$ cat src/hw/rtl/yuv420_test_pattern_generator_defines.svh
// Assertion helpers for the YUV 4:2:0 test pattern generator.
// Each macro expects clk and rst in scope; checks are off while in reset.
`ifndef YUV420_TEST_PATTERN_GENERATOR_DEFINES_SVH
`define YUV420_TEST_PATTERN_GENERATOR_DEFINES_SVH

// Same-cycle implication.
`define YTPG_ASSERT_NOW(lbl, ante, cons, msg) \
  lbl: assert property (@(posedge clk) disable iff (rst) (ante) |-> (cons)) else $error(msg);

// Next-cycle implication.
`define YTPG_ASSERT_NXT(lbl, ante, cons, msg) \
  lbl: assert property (@(posedge clk) disable iff (rst) (ante) |=> (cons)) else $error(msg);

`endif

$ cat src/hw/rtl/ytpg_pkg.sv
package ytpg_pkg;

  localparam int COORD_BITS_DEF = 12;
  localparam int BAR_BITS       = 3;
  localparam int OFFSET_BITS    = 9;
  localparam int BW_REG_BITS    = 10;
  localparam int FH_REG_BITS    = 13;
  localparam int CFG_DATA_BITS  = 13;
  localparam int CFG_IDX_BITS   = 1;
  localparam int SAMPLE_BITS    = 8;

  localparam logic [BW_REG_BITS-1:0] BAR_WIDTH_RST    = 10'd80;
  localparam logic [FH_REG_BITS-1:0] FRAME_HEIGHT_RST = 13'd480;

  typedef enum logic [CFG_IDX_BITS-1:0] {
    REG_BAR_WIDTH    = 1'b0,
    REG_FRAME_HEIGHT = 1'b1
  } cfg_reg_t;

  typedef struct packed {
    logic [SAMPLE_BITS-1:0] y;
    logic [SAMPLE_BITS-1:0] u;
    logic [SAMPLE_BITS-1:0] v;
  } colour_t;

  // Black, red, green, blue, yellow, cyan, magenta, white.
  localparam colour_t BAR_COLOUR [8] = '{
    '{8'd0,   8'd128, 8'd128},
    '{8'd76,  8'd84,  8'd255},
    '{8'd149, 8'd43,  8'd21},
    '{8'd29,  8'd255, 8'd107},
    '{8'd225, 8'd0,   8'd148},
    '{8'd178, 8'd171, 8'd0},
    '{8'd105, 8'd212, 8'd234},
    '{8'd255, 8'd128, 8'd128}
  };

endpackage

$ cat src/hw/rtl/yuv420_test_pattern_generator.sv
// Channel   | Direction | Handshake            | Payload
// ----------+-----------+----------------------+------------------------------------------
// request   | in        | req_valid/req_stall  | pixel_request
// pixel     | out       | pix_valid/pix_stall  | column, line, luma, chroma_blue,
//           |           |                      | chroma_red, frame_end
// config    | in        | cfg_write            | cfg_index, cfg_data
//
// One request transfer per cycle while req_stall is low; pixels leave the result register.
// The pixel is worked out combinationally from the raster counters into the result register.
// A skid register behind the result register takes one more pixel while the output is stalled;
// req_stall rises only while that skid entry is occupied.
// Synchronous active-high reset: raster position and frame counter cleared,
// bar_width back to 80 and frame_height back to 480.
`include "yuv420_test_pattern_generator_defines.svh"

module yuv420_test_pattern_generator
  import ytpg_pkg::*;
#(
  parameter int COORD_BITS = COORD_BITS_DEF
) (
  input  logic                     clk,
  input  logic                     rst,
  // configuration
  input  logic                     cfg_write,
  input  logic [CFG_IDX_BITS-1:0]  cfg_index,
  input  logic [CFG_DATA_BITS-1:0] cfg_data,
  // request channel
  input  logic                     req_valid,
  output logic                     req_stall,
  input  logic                     pixel_request,
  // pixel channel
  output logic                     pix_valid,
  input  logic                     pix_stall,
  output logic [COORD_BITS-1:0]    column,
  output logic [COORD_BITS-1:0]    line,
  output logic [SAMPLE_BITS-1:0]   luma,
  output logic [SAMPLE_BITS-1:0]   chroma_blue,
  output logic [SAMPLE_BITS-1:0]   chroma_red,
  output logic                     frame_end
);

  // Working width: holds the registers and 2^COORD_BITS without overflow.
  localparam int WIDE = (COORD_BITS + 2 > 14) ? COORD_BITS + 2 : 14;

  typedef struct packed {
    logic [COORD_BITS-1:0]  column;
    logic [COORD_BITS-1:0]  line;
    logic [SAMPLE_BITS-1:0] luma;
    logic [SAMPLE_BITS-1:0] chroma_blue;
    logic [SAMPLE_BITS-1:0] chroma_red;
    logic                   frame_end;
  } pixel_t;

  // Configuration registers
  logic [BW_REG_BITS-1:0] bar_width;
  logic [FH_REG_BITS-1:0] frame_height;

  // Raster state
  logic [COORD_BITS-1:0]  col_count,   col_count_next;
  logic [COORD_BITS-1:0]  row_count,   row_count_next;
  logic [BAR_BITS-1:0]    bar_index,   bar_index_next;
  logic [OFFSET_BITS-1:0] bar_offset,  bar_offset_next;
  logic [SAMPLE_BITS-1:0] frame_count, frame_count_next;

  // Result register and skid entry
  pixel_t result, skid;
  logic   result_valid, skid_valid;
  pixel_t pix_next;

  logic req_xfer, produce, out_free;

  assign req_stall = skid_valid;
  assign req_xfer  = req_valid && !req_stall;
  assign produce   = req_xfer && pixel_request;
  assign out_free  = !result_valid || !pix_stall;

  // ---------------------------------------------------------------------------
  // Configuration writes
  // ---------------------------------------------------------------------------
  always_ff @(posedge clk) begin
    if (rst) begin
      bar_width    <= BAR_WIDTH_RST;
      frame_height <= FRAME_HEIGHT_RST;
    end else if (cfg_write) begin
      case (cfg_reg_t'(cfg_index))
        REG_BAR_WIDTH:    bar_width    <= cfg_data[BW_REG_BITS-1:0];
        REG_FRAME_HEIGHT: frame_height <= cfg_data[FH_REG_BITS-1:0];
        default: ;
      endcase
    end
  end

  // ---------------------------------------------------------------------------
  // Effective geometry: zero treated as one, saturated to the coordinate range
  // ---------------------------------------------------------------------------
  logic [WIDE-1:0] bw_raw, bw_lim, bw_eff, frame_w;
  logic [WIDE-1:0] fh_raw, fh_lim, fh_eff;

  always_comb begin
    bw_raw = WIDE'(bar_width);
    bw_lim = WIDE'(1) << (COORD_BITS - 3);
    if (bw_raw == '0) begin
      bw_eff = WIDE'(1);
    end else if (bw_raw > bw_lim) begin
      bw_eff = bw_lim;
    end else begin
      bw_eff = bw_raw;
    end
    frame_w = bw_eff << 3;

    fh_raw = WIDE'(frame_height);
    fh_lim = WIDE'(1) << COORD_BITS;
    if (fh_raw == '0) begin
      fh_eff = WIDE'(1);
    end else if (fh_raw > fh_lim) begin
      fh_eff = fh_lim;
    end else begin
      fh_eff = fh_raw;
    end
  end

  // ---------------------------------------------------------------------------
  // Pixel datapath
  // ---------------------------------------------------------------------------
  logic [WIDE-1:0]        x, y, cx, cy;
  logic [SAMPLE_BITS-1:0] f, f2, f3, f5;
  logic                   last_off, last_col, last_row, frame_start;
  logic [BAR_BITS-1:0]    cbar;
  logic                   luma_ramp, chroma_ramp;

  always_comb begin
    x  = WIDE'(col_count);
    y  = WIDE'(row_count);
    cx = x >> 1;
    cy = y >> 1;

    // Frame counter steps before the first pixel of every frame
    frame_start = (col_count == '0) && (row_count == '0);
    f  = frame_start ? frame_count + 8'd1 : frame_count;
    f2 = f << 1;
    f3 = f2 + f;
    f5 = (f << 2) + f;

    last_off = (WIDE'(bar_offset) + WIDE'(1)) >= bw_eff;
    last_col = (x + WIDE'(1)) >= frame_w;
    last_row = (y + WIDE'(1)) >= fh_eff;

    // Chroma of a cell follows its odd column, which may sit in the next bar
    cbar = (!x[0] && last_off) ? bar_index + BAR_BITS'(1) : bar_index;

    luma_ramp   = (y >= (fh_eff >> 1)) && (x >= (frame_w >> 1));
    chroma_ramp = (cy >= (fh_eff >> 2)) && (cy < (fh_eff >> 1)) &&
                  (cx >= (frame_w >> 2)) && (cx < (frame_w >> 1));

    pix_next.column = col_count;
    pix_next.line   = row_count;
    pix_next.luma   = luma_ramp ? x[SAMPLE_BITS-1:0] + y[SAMPLE_BITS-1:0] + f5
                                : BAR_COLOUR[bar_index].y;
    pix_next.chroma_blue = chroma_ramp ? cx[SAMPLE_BITS-1:0] + cy[SAMPLE_BITS-1:0] + f2
                                       : BAR_COLOUR[cbar].u;
    pix_next.chroma_red  = chroma_ramp ? cx[SAMPLE_BITS-1:0] + cy[SAMPLE_BITS-1:0] + f3
                                       : BAR_COLOUR[cbar].v;
    pix_next.frame_end = last_col && last_row;

    // Raster advance
    frame_count_next = f;
    if (last_col) begin
      col_count_next  = '0;
      bar_index_next  = '0;
      bar_offset_next = '0;
      row_count_next  = last_row ? '0 : row_count + COORD_BITS'(1);
    end else begin
      col_count_next = col_count + COORD_BITS'(1);
      row_count_next = row_count;
      if (last_off) begin
        bar_offset_next = '0;
        bar_index_next  = bar_index + BAR_BITS'(1);
      end else begin
        bar_offset_next = bar_offset + OFFSET_BITS'(1);
        bar_index_next  = bar_index;
      end
    end
  end

  always_ff @(posedge clk) begin
    if (rst) begin
      col_count   <= '0;
      row_count   <= '0;
      bar_index   <= '0;
      bar_offset  <= '0;
      frame_count <= '0;
    end else if (produce) begin
      col_count   <= col_count_next;
      row_count   <= row_count_next;
      bar_index   <= bar_index_next;
      bar_offset  <= bar_offset_next;
      frame_count <= frame_count_next;
    end
  end

  // ---------------------------------------------------------------------------
  // Result register with skid entry
  // ---------------------------------------------------------------------------
  always_ff @(posedge clk) begin
    if (rst) begin
      result_valid <= 1'b0;
      skid_valid   <= 1'b0;
    end else if (out_free) begin
      // skid drains first; no new pixel can arrive while it is full
      result_valid <= skid_valid || produce;
      skid_valid   <= 1'b0;
    end else if (produce) begin
      skid_valid <= 1'b1;
    end
  end

  always_ff @(posedge clk) begin
    if (out_free) begin
      result <= skid_valid ? skid : pix_next;
    end else if (produce) begin
      skid <= pix_next;
    end
  end

  assign pix_valid   = result_valid;
  assign column      = result.column;
  assign line        = result.line;
  assign luma        = result.luma;
  assign chroma_blue = result.chroma_blue;
  assign chroma_red  = result.chroma_red;
  assign frame_end   = result.frame_end;

  // ---------------------------------------------------------------------------
  // Assertions
  // ---------------------------------------------------------------------------
  `YTPG_ASSERT_NOW(a_skid_behind_result, skid_valid, result_valid, "skid full with result empty")
  `YTPG_ASSERT_NOW(a_bar_at_line_start, col_count == '0, (bar_index == '0) && (bar_offset == '0), "bar state not cleared at line start")
  `YTPG_ASSERT_NXT(a_frame_step, produce && frame_start, frame_count == $past(frame_count) + 8'd1, "frame counter missed a frame start")
  `YTPG_ASSERT_NXT(a_stall_catches, result_valid && pix_stall && produce, skid_valid && result_valid, "pixel lost under output stall")

endmodule
$ cat config.mk
export PLATFORM = sky130hd
export DESIGN_NAME = yuv420_test_pattern_generator
export DESIGN_NICKNAME = d
export VERILOG_FILES = /design/src/hw/rtl/ytpg_pkg.sv /design/src/hw/rtl/yuv420_test_pattern_generator.sv
export VERILOG_INCLUDE_DIRS = /design/src /design/src/hw/rtl
export SDC_FILE = /design/constraint.sdc
export NUM_CORES = 1
export LEC_CHECK = 0
export BUFFER_PORTS_ARGS = -buffer_cell sky130_fd_sc_hd__buf_2
export CORE_UTILIZATION = 66
export DETAILED_ROUTE_END_ITERATION = 6
export PLACE_DENSITY = 0.94
export SYNTH_ARGS = -nofsm -noshare
export SYNTH_HDL_FRONTEND = slang
export SYNTH_SLANG_ARGS = --single-unit
$ cat constraint.sdc
create_clock -name clk -period 12.45 [get_ports clk]
set_clock_uncertainty 0.2 [all_clocks]
set_input_delay 0.6225 -clock clk [delete_from_list [all_inputs] [get_ports clk]]
set_output_delay 0.6225 -clock clk [all_outputs]
set_load 0.005 [all_outputs]
Word-level counts from Yosys, hierarchy flattened
Memory sizes are Yosys's and may differ from the RTL's.
Index checks and enable logic that the tools add are counted.
W data, S select, Z words.

operators by class
  add/subtract/negate cells = 15
  magnitude comparators = 13
  muxes and demuxes = 20
  bitwise logic cells = 4
  reduce and logical (&&, ||, !) cells = 26

operator list
  operator                 count
  $add A8 B8 Y8            7
  $mux W49                 1
  $mux W24                 2
  $mux W16                 2
  $mux W8                  4
  $ge A13 B14 Y1           2
  $add A12 B1 Y13 const B  2
  $ge A12 B13 Y1           2
  $lt A11 B13 Y1           2
  $mux W13                 2
  $add A12 B1 Y12 const B  2
  $ge A11 B12 Y1           2
  $logic_not A12 Y1        2
  $mux W12                 2
  $mux W10                 2
  $mux W9                  2
  $ge A10 B14 Y1           1
  $gt A13 B13 Y1 const B   1
  $logic_not A13 Y1        1
  $add A9 B1 Y10 const B   1
  $gt A10 B10 Y1 const B   1
  $logic_not A10 Y1        1
  $reduce_and A2 Y1        5
  $add A9 B1 Y9 const B    1
  other kinds (11)         28

storage, ports and cells
  register bits after elaboration = 167
  bits in read-only memories = 384
  input port bits = 20
  output and inout bits = 51
  logic and storage cells = 101
  memories kept = 2

memories
  name             depth  bits a word  read ports  clocked after Yosys merged registers in  write ports  line                                  source
  (no name shown)  8      24           1           0                                        0            yuv420_test_pattern_generator.sv:162  : BAR_COLOUR[cbar].v;
  (no name shown)  8      24           1           0                                        0            yuv420_test_pattern_generator.sv:158  : BAR_COLOUR[bar_index].y;

Depth between registers and ports, before layout
Gate-level depths: netlist of the first run.

  word-level depth = 12
  gate-level depth with buffers = 20
  mapped depth without buffers = 19

Least setup slack after synthesis of the first run
No wires, ideal clock.

  path kind = register to register
  from = reg col_count[0]
  to = reg result (netlist bit luma[7]) (data pin)
  setup time = 0.260 ns
  arrival = 4.913 ns
  data required time = 11.990 ns
  path slack = 7.077 ns
  cell stages (with the launch flop) = 21
  path buffers = 1
  period minus slack after synthesis = 5.373 ns
  cell sequence = dfxtp_1 -> buf_2 -> inv_1 -> ha_1 -> nor4b_2 -> nand4_2 -> nor2_1 -> mux2i_1 -> inv_1 -> fa_1 -> inv_1 -> fa_1 -> inv_1 -> ha_1 -> a21o_1 -> a21oi_1 -> o21ai_0 -> xnor2_1 -> xnor3_1 -> mux2_2 -> mux2_2

RTL lines
  what                      line                                  source
  start: declaration        yuv420_test_pattern_generator.sv:59   logic [COORD_BITS-1:0] col_count, col_count_next;
  start signal: assignment  yuv420_test_pattern_generator.sv:193  col_count <= col_count_next;
  end signal: assignment    yuv420_test_pattern_generator.sv:219  result <= skid_valid ? skid : pix_next;
  end: declaration          yuv420_test_pattern_generator.sv:66   pixel_t result, skid;

==> results of run 1 <==
## kinds of logic (layout without fill, tap and decap cells)
kind of cell	after synthesis	count (layout)
adder cells (fa/ha/maj)	135	135
AO/OA/AOI/OAI	192	192
flip-flops	167	167
XOR/XNOR	71	71
multiplexers	42	42
AND/OR/NAND/NOR	366	366
buffers and inverters	116	181
## critical path, cell delays in order, from the launching register on
cell and delay [ns]:
dfxtp_1 0.43, inv_1 0.22, ha_1 0.19, nor4b_2 0.22, nand4_2 0.24, nor2_1 0.45, mux2i_1 0.50, inv_1 0.24
fa_1 0.54, inv_1 0.05, fa_1 0.51, inv_1 0.07, ha_1 0.31, a21o_1 0.20, a21oi_1 0.25, o21ai_0 0.16
xnor2_1 0.21, xnor3_1 0.32, mux2_2 0.27, mux2_2 0.27
## routing by layer
metal  up-vias  wire, um
met5         -         0
met4         0      1449
met2       444     12270
met3       120      2103
li1       3997         -
met1      4091     10660
## placed cells by master, fill, tap and decap left out, drive strengths merged, types with 4 or more instances in the layout
master and instances:
nor4 12, edfxtp 98, nand4 25, nand3b 8, a221oi 5, a221o 5, xor2 29, nor3b 4
nand2b 14, nand3 37, clkbuf 18, mux2i 9, nand2 154, inv 75, a211oi 5, mux2 33
a21oi 65, o211ai 7, ha 113, and3 17, o21bai 6, clkinv 5, dfxtp 69, o2bb2ai 4
nor3 18, a31oi 21, bufinv 4, buf 77, fa 22, o31ai 4, xnor2 39, a21o 21
nor2 61, o21ai 33
## final timing paths
| check | start | endpoint | slack (ns) | cells after the start |
|---|---|---|---|---|
| max | col_count[0] | luma[7] | 6.33 | 19 |
| min | cfg_data[7] | frame_height[7] | 0.23 | 3 |
| min reg2reg | bar_offset[4] | bar_offset[4] | 0.26 | 2 |
| max reg2reg | col_count[0] | luma[7] | 6.33 | 19 |
## state kept, by name (all words and copies together), names as in the netlist
name	cells
bar_offset	9
frame_count	8
col_count	12
frame_height	13
line	12
luma	8
chroma_blue	8
frame_end	1
chroma_red	8
skid	49
bar_index	3
column	12
bar_width	10
req_stall	1
row_count	12
pix_valid	1
## power by group through the flow
stage                     clock, mW  sequential (mW)  combinational, mW
after floorplan                   0            0.626              0.113
after global placement            0            0.629              0.157
after detailed placement          0            0.630              0.166
after CTS                     0.572            0.618              0.170
after global routing          0.592            0.621              0.190
final                         0.570            0.618              0.173
## through the flow
| stage | setup WS [ns] | total power, mW | utilization | hold slack [ns] |
|---|---|---|---|---|
| after global routing | 6.050 | 1.402 | 0.7474 | 0.2346 |
| after CTS | 6.387 | 1.359 | 0.7474 | 0.2263 |
| after floorplan | 7.077 | 0.7388 | - | 0.2358 |
| after detailed placement | 6.498 | 0.7960 | 0.7074 | 0.2573 |
| after global placement | 6.767 | 0.7857 | 0.7074 | 0.2473 |
| final | 6.330 | 1.361 | 0.7474 | 0.2275 |
## layout make-up
| class | instances | area share |
|---|---|---|
| multi-input combinational | 806 | 0.5028 |
| sequential | 167 | 0.3642 |
| clock inverter | 14 | 0.01655 |
| tap | 216 | 0.02276 |
| inverter | 72 | 0.02276 |
| clock buffer | 18 | 0.03699 |
| timing repair buffer | 77 | 0.03393 |
==> flow_metrics.py, run 1 <==
metrics = {
    "floorplanning": {
        "rows": 46,
        "fp.dieArea_um2": 16790,
        "fp.coreArea_um2": 15890,
        "die_w_um": 129.6,
        "start_util": 0.6762,
        "design.portCount": 71,
        "die_y_um": 129.6,
    },
    "power": {
        "p_int_mw": 1.014,
        "switching_power_mw": 0.3465,
        "cellLeakagePower_nw": 5.401,
        "p_comb_frac": 0.127,
        "power_density_nw_per_um2": 114.6,
        "ir_drop_uv": 104.3,
        "p_seq_frac": 0.455,
        "switching_share": 0.2546,
        "clock_power_share": 0.419,
    },
    "route": {
        "dr.first_iter.drc_count": 856,
        "wl_per_cell_um": 19.33,
        "postRouteAntennaNets": 0,
        "routed_wl_um": 26480,
        "post-route-drc-count": 0,
        "first_pass_iters": 6,
        "vias": 8652,
        "viasPerCell": 6.315,
    },
    "clock_network": {
        "ctsResizeCount": 0,
        "post_cts_buffers": 0,
        "cts_tree": "built",
        "postCtsHoldBufs": 0,
        "clk_pin_slew_ns": 0.07,
        "cts_sinks": 167,
        "cts_buffer_depth": 2,
        "cts-root-buf": "clkbuf_16",
        "cts_max_level": 4,
        "clk_latency_ns": 0.44,
        "numCtsBuffers": 17,
    },
    "synthesis": {
        "synth_most_common_cell": "nand2_1",
        "synth_edf_count": 98,
        "syn-num-nets": 1244,
        "synth_compound_area_frac": 0.1136,
        "synth_top_area_frac": 0.2740,
        "synth_top_family_by_area": "adder cells",
        "yosysUniqueCellTypes": 65,
        "synth_xor_area_frac": 0.06185,
        "yosys-mux-area-fraction": 0.04298,
        "netlist_area_um2": 10740,
        "yosys-top-cells-area": "edfxtp_1 27%, ha_1 13%, dfxtp_1 13%, nand2_1 5.4%, fa_1 4.1%",
        "yosysSeqAreaShare": 0.4026,
        "yosysTopAreaCell": "edfxtp_1",
        "avgSynthCellArea_um2": 9.864,
        "synthSimpleGateAreaFrac": 0.1638,
        "yosys.area_share.adder": 0.1726,
        "synth_ff_type": "edfxtp_1",
        "synth_async_sr_flop_share": 0,
        "yosysWarningCount": 0,
        "ys_seq_elements": 167,
        "synth_cells": 1089,
        "ys_top_cells_by_count": "154 x nand2_1, 113 x ha_1, 98 x edfxtp_1",
    },
    "grt": {
        "gr-usage-all-layers": 0.3257,
        "met3_usage": 0.05491,
        "grt_max_degree": 58,
        "grt_overflow": 0,
        "grt_pass1_vias": 8177,
        "met1_usage": 0.4123,
        "antenna_found_initial": 0,
        "grt_pass1_wl_um": 41230,
        "use_met2": 0.5171,
        "busiest_layer": "met2",
    },
    "placed_design": {
        "dp.final_hpwl_um": 18940,
        "placed_area_um2": 11240,
        "gp_congestion": 0.9966,
        "dp.cells": 1338,
        "io_buffers": 70,
    },
    "finish": {
        "final-seq-area_um2": 4324,
        "layout.nets": 1296,
        "antennaDiodeCount": 0,
        "multi_input_area_um2": 5969,
        "area_growth_pct": 10.53,
        "stdcell_count": 1370,
        "fill_cells": 1061,
        "layout-drive-gt1-share": 0.1386,
        "final_area_um2": 11870,
    },
    "setup_path": {
        "cp-start-kind": "register",
        "required_ns": 12.44,
        "critPathMaxFanout": 11,
        "end_kind": "register",
        "path_class": "reg -> reg",
        "arrival_ns": 6.11,
    },
    "timing": {
        "drv_slew": 0,
        "worstMarginPinSlew_ns": 1.113,
        "rsz0062_at_grt": "no",
        "finalSetupViolations": 0,
        "fmax_ghz": 0.1634,
        "timing_hold_violations_final": 0,
        "max_slew_margin": 0.2582,
        "setup-tns-final_ns": 0,
        "fin_crit_sh": 0.4915,
        "period_minus_slack_ns": 6.120,
    },
    "outcome": {
        "outcome": "finished, final reports clean",
    },
    "run": {
        "drv_cap": 0,
    },
    "hold_path": {
        "hold_class": "in -> reg",
    },
}
Power figures use the tool's default switching activity.
==> run 2, diff against run 1 <==
- CORE_UTILIZATION: 66 -> 56
- PLACE_DENSITY: 0.94 -> 0.86
- clock period: 12.45 -> 5.5 ns (I/O delays scaled with it)
==> flow_metrics.py, run 2 (synthesized netlist as in run 1, its figures left out) <==
metrics = {
    "run": {
        "drv_cap": 0,
    },
    "placed_design": {
        "dp.final_hpwl_um": 18850,
        "place_worst_setup_slack_ns": 0.1963,
        "dp.cells": 1385,
        "io_buffers": 70,
        "gp_congestion": 0.9655,
    },
    "grt": {
        "grt_max_degree": 58,
        "grt_pass1_vias": 8376,
        "antenna_found_initial": 0,
        "grt_overflow": 0,
        "gr-usage-all-layers": 0.2719,
        "grt_pass1_wl_um": 41750,
    },
    "power": {
        "power_density_nw_per_um2": 238.9,
        "finalPower_mw": 2.909,
        "ir_drop_uv": 219.3,
        "cellLeakagePower_nw": 5.555,
    },
    "setup_path": {
        "required_ns": 5.49,
        "crit_top_cell": "inv_1",
        "critical-path-top-delay-family": "adder cells",
        "critPathBufInv": 4,
        "critPathMaxStageDelay_ns": 0.50,
        "arrival_ns": 5.27,
        "end_kind": "register",
        "critical_path.slowest_cell": "fa_1",
        "cp-start-kind": "register",
        "path_class": "reg -> reg",
        "cp_cell_sequence": "inv_1 -> ha_1 -> nor4b_2 -> nand4_2 -> nor2_4 -> mux2i_1 -> inv_1 -> fa_1 -> inv_1 -> fa_1 -> inv_1 -> ha_1 -> a21o_1 -> a21oi_1 -> o21ai_0 -> xnor2_1 -> xnor3_1 -> mux2_2 -> mux2_2",
        "critPathMaxFanout": 7,
    },
    "clock_network": {
        "clk_latency_ns": 0.43,
        "cts-root-buf": "clkbuf_16",
        "cts_buffer_depth": 2,
        "numCtsBuffers": 17,
        "cts_tree": "built",
        "cts_sinks": 167,
        "cts_max_level": 4,
        "clk_pin_slew_ns": 0.07,
    },
    "route": {
        "highest_layer": "met4",
        "routed_wl_um": 26150,
        "vias": 8619,
        "wl_per_cell_um": 18.25,
        "wl_met2_um": 12660,
        "post-route-drc-count": 0,
        "first_pass_iters": 5,
        "wirelength_met1_um": 10980,
        "dr.first_iter.drc_count": 642,
        "wl_met3_um": 1753,
        "viasPerCell": 6.015,
        "postRouteAntennaNets": 0,
    },
    "floorplanning": {
        "design.portCount": 71,
        "fp.coreArea_um2": 18770,
        "die_w_um": 140.5,
        "rows": 50,
        "fp.dieArea_um2": 19740,
        "start_util": 0.5723,
        "die_y_um": 140.5,
    },
    "timing": {
        "drv_slew": 0,
        "setup-tns-final_ns": 0,
        "worstMarginPinSlew_ns": 0.7895,
        "max_slew_margin": 0.4699,
        "period_minus_slack_ns": 5.285,
        "layout_setup_ws_ns": 0.2147,
        "fmax_ghz": 0.1892,
        "timing_hold_violations_final": 0,
        "fin_crit_sh": 0.9610,
        "finalSetupViolations": 0,
    },
    "finish": {
        "stdcell_count": 1433,
        "area_growth_pct": 13.36,
        "largestRegisters": "skid (49), frame_height (13)",
        "fill_cells": 1462,
        "layout.nets": 1341,
        "regMostFlops": "skid",
        "layout-drive-gt1-share": 0.1568,
        "final_cell_mix": "153 x nand2_1, 113 x ha_1, 98 x edfxtp_1",
        "largest_reg_flops": 49,
        "antennaDiodeCount": 0,
        "final_common_cell": "nand2_1",
    },
    "hold_path": {
        "hold_class": "in -> reg",
    },
    "outcome": {
        "outcome": "finished, final reports clean",
    },
}
run 2: cell count changes in the layout (fill, tap and decap cells not counted), sizes merged:
| cell | before | now |
|---|---|---|
| bufinv | 4 | 0 |
| clkbuf | 18 | 19 |
| inv | 75 | 76 |
| clkinvlp | 2 | 4 |
| buf | 77 | 107 |
| dlygate4sd3 | 0 | 15 |
run 2: power breakdown:
part / internal [mW] / total (mW) / switching [mW]
clock network: 0.581 / 1.10 / 0.522
logic: 0.173 / 0.419 / 0.247
registers: 1.37 / 1.39 / 0.0212
total: 2.12 / 2.91 / 0.789
run 2: cell type report:
cell class,instances,area [um2],share of cell area
Multi-Input combinational cell,806,5982,0.4913
Clock buffer,19,432.9,0.03555
Timing Repair Buffer,122,778.2,0.06391
Inverter,72,270.3,0.02219
Clock inverter,13,96.34,0.007912
Tap cell,234,292.8,0.02404
Sequential cell,167,4324,0.3551
run 2: metrics by stage:
stage | hold slack (ns) | cell area [um2] | util
floorplan | 0.1960 | 10740 | -
global placement | 0.2478 | 11480 | 0.6115
detailed placement | 0.2610 | 11480 | 0.6115
CTS | 0.006946 | 12160 | 0.6477
global route | 0.06075 | 12180 | 0.6488
finish | 0.01090 | 12180 | 0.6488
run 2: final timing paths:
kind	slack, ns	cells past startpoint	endpoint	startpoint
worst max-delay path	0.21	19	luma[7]	row_count[0]
worst min-delay path	0.01	3	pix_valid	req_valid
worst max register to register	0.21	19	luma[7]	row_count[0]
worst min register to register	0.27	2	bar_width[0]	bar_width[0]
run 2: timing repair:
| item | 4_1_cts | 5_1_grt |
|---|---|---|
| hold buffers | 15 | 0 |
| resized for setup | 0 | 3 |
| buffers inserted | 0 | 1 |
| hold endpoints to repair | 24 | 0 |
| setup endpoints to repair | 0 | 1 |
run 2: per-layer routing:
layer	global-route usage	vias up
met4	0.1259	0
met3	0.04786	65
met5	0	-
li1	-	4088
met1	0.3415	4100
met2	0.4571	366
run 2: worst reg2reg max path, stage by stage (launching register included):
cell and delay, ns:
dfxtp_1 0.40, inv_1 0.17, ha_1 0.16, nor4b_2 0.25, nand4_2 0.27, nor2_4 0.19, mux2i_1 0.25, inv_1 0.10
fa_1 0.49, inv_1 0.06, fa_1 0.50, inv_1 0.08, ha_1 0.29, a21o_1 0.17, a21oi_1 0.23, o21ai_0 0.15
xnor2_1 0.22, xnor3_1 0.32, mux2_2 0.28, mux2_2 0.26
==> run 3, diff against run 2 <==
- BUFFER_PORTS_ARGS: -buffer_cell sky130_fd_sc_hd__buf_2 -> -buffer_cell sky130_fd_sc_hd__buf_4
==> flow_metrics.py, run 3 (synthesized netlist as in run 1, its figures left out) <==
metrics = {
    "floorplanning": {
        "die_w_um": 140.5,
        "die_y_um": 140.5,
        "rows": 50,
        "design.portCount": 71,
        "fp.coreArea_um2": 18770,
        "start_util": 0.5723,
        "fp.dieArea_um2": 19740,
    },
    "power": {
        "finalPower_mw": 3.095,
        "ir_drop_uv": 234.8,
        "cellLeakagePower_nw": 5.618,
        "power_density_nw_per_um2": 249.1,
    },
    "setup_path": {
        "critPathMaxFanout": 7,
        "required_ns": 5.49,
        "cp_cell_sequence": "inv_1 -> ha_1 -> nor4b_2 -> nand4_2 -> nor2_4 -> mux2i_1 -> inv_2 -> fa_1 -> inv_1 -> fa_1 -> inv_1 -> ha_1 -> a21o_1 -> a21oi_1 -> o21ai_0 -> xnor2_1 -> xnor3_1 -> mux2_2 -> mux2_2",
        "critical_path.slowest_cell": "fa_1",
        "cp_num_cells": 19,
        "crit_start": "col_count[1]",
        "critPathBufInv": 4,
        "timing.rr.start": "col_count[1]",
        "critical-path-top-delay-family": "adder cells",
        "arrival_ns": 5.39,
        "path_class": "reg -> reg",
        "crit_top_cell": "inv_1",
        "end_kind": "register",
        "critPathMaxStageDelay_ns": 0.51,
        "cp-start-kind": "register",
        "r2r_cells": 19,
    },
    "finish": {
        "final_cell_mix": "153 x nand2_1, 113 x ha_1, 103 x buf_4",
        "layout-drive-gt1-share": 0.1590,
        "largestRegisters": "skid (49), frame_height (13)",
        "area_growth_pct": 15.64,
        "regMostFlops": "skid",
        "largest_reg_flops": 49,
        "antennaDiodeCount": 0,
        "layout.nets": 1337,
        "fin_util": 0.6619,
        "final_common_cell": "nand2_1",
    },
    "route": {
        "dr.first_iter.drc_count": 705,
        "postRouteAntennaNets": 0,
        "first_pass_iters": 5,
        "wl_per_cell_um": 18.44,
        "vias": 8683,
        "viasPerCell": 6.076,
        "routed_wl_um": 26360,
        "post-route-drc-count": 0,
    },
    "timing": {
        "fmax_ghz": 0.1852,
        "setup-tns-final_ns": 0,
        "max_slew_margin": 0.2135,
        "timing_hold_violations_final": 0,
        "worstMarginPinSlew_ns": 1.177,
        "drv_slew": 0,
        "hold_slack_ns": 0.03374,
        "fin_crit_sh": 0.9815,
        "finalSetupViolations": 0,
        "period_minus_slack_ns": 5.398,
    },
    "grt": {
        "gr-usage-all-layers": 0.2772,
        "grt_pass1_wl_um": 42300,
        "grt_max_degree": 58,
        "grt_pass1_vias": 8398,
        "grt_overflow": 0,
        "antenna_found_initial": 0,
    },
    "hold_path": {
        "min_path_cells": 4,
        "hold_class": "in -> reg",
        "min_from": "cfg_index",
    },
    "placed_design": {
        "io_buffers": 70,
        "dp.final_hpwl_um": 18860,
        "gp_congestion": 0.9561,
    },
    "clock_network": {
        "cts_max_level": 4,
        "cts_tree": "built",
        "clk_pin_slew_ns": 0.07,
        "cts-root-buf": "clkbuf_16",
        "clk_latency_ns": 0.44,
        "cts_sinks": 167,
        "cts_buffer_depth": 2,
        "numCtsBuffers": 17,
    },
    "run": {
        "drv_cap": 0,
    },
    "outcome": {
        "outcome": "finished, final reports clean",
    },
}
## run 3: cell types whose count changed in the layout (fill, tap and decap cells not counted), moves of 2 or more
cell	before	now
buf_2	70	0
buf_4	37	103
bufinv_16	0	3
clkbuf_1	2	0
clkinvlp_2	2	0
inv_1	71	69
inv_2	0	2
## run 3: timing repair
| action | 4_1_cts | 5_1_grt |
|---|---|---|
| pin swaps | 0 | 2 |
| resized for setup | 1 | 6 |
| endpoints found under the hold margin | 25 | 0 |
| setup buffers | 0 | 2 |
| endpoints found under the setup margin | 1 | 1 |
| hold buffers | 15 | 0 |
## run 3: cell type report
| class | count | area [um2] |
|---|---|---|
| clock inverter | 15 | 187.7 |
| clock buffer | 17 | 425.4 |
| tap | 234 | 292.8 |
| multi-input combinational | 806 | 5998 |
| sequential | 167 | 4324 |
| fill | 1395 | 6346 |
| timing repair buffer | 118 | 923.4 |
| inverter | 72 | 270.3 |
## run 3: per-stage QoR
stage,instance area (um2),worst slack [ns],instances
2_1_floorplan,10740,0.1268,1089
3_3_place_gp,11610,0.2768,1380
3_5_place_dp,11610,0.1067,1380
4_1_cts,12380,0.04255,1427
6_report,12420,0.1016,1429
5_1_grt,12420,-0.03206,1429
## run 3: routing by layer
layer | wire length (um) | track usage | vias up | part of all wire
li1 | - | - | 4087 | -
met4 | 1246 | 0.1579 | 0 | 0.047
met1 | 10770 | 0.3424 | 4095 | 0.41
met3 | 1778 | 0.05368 | 100 | 0.067
met2 | 12560 | 0.4558 | 401 | 0.48
met5 | 0 | 0 | - | 0
## run 3: worst min-delay path, stage by stage
cell and delay, ns:
buf_4 0.09, nor2b_1 0.11, nand2_1 0.10, a21oi_1 0.05
## run 3: where the power goes
group          leakage (nW)  switching, mW  internal, mW
combinational          3.75          0.255         0.192
clock                 0.299          0.535         0.724
sequential             1.57         0.0233          1.37
## run 3: worst paths after layout
check / end / slack (ns)
setup / recovery: luma[7] / 0.10
hold / removal: bar_width[8] / 0.03
setup reg to reg: luma[7] / 0.10
hold reg to reg: bar_width[0] / 0.26
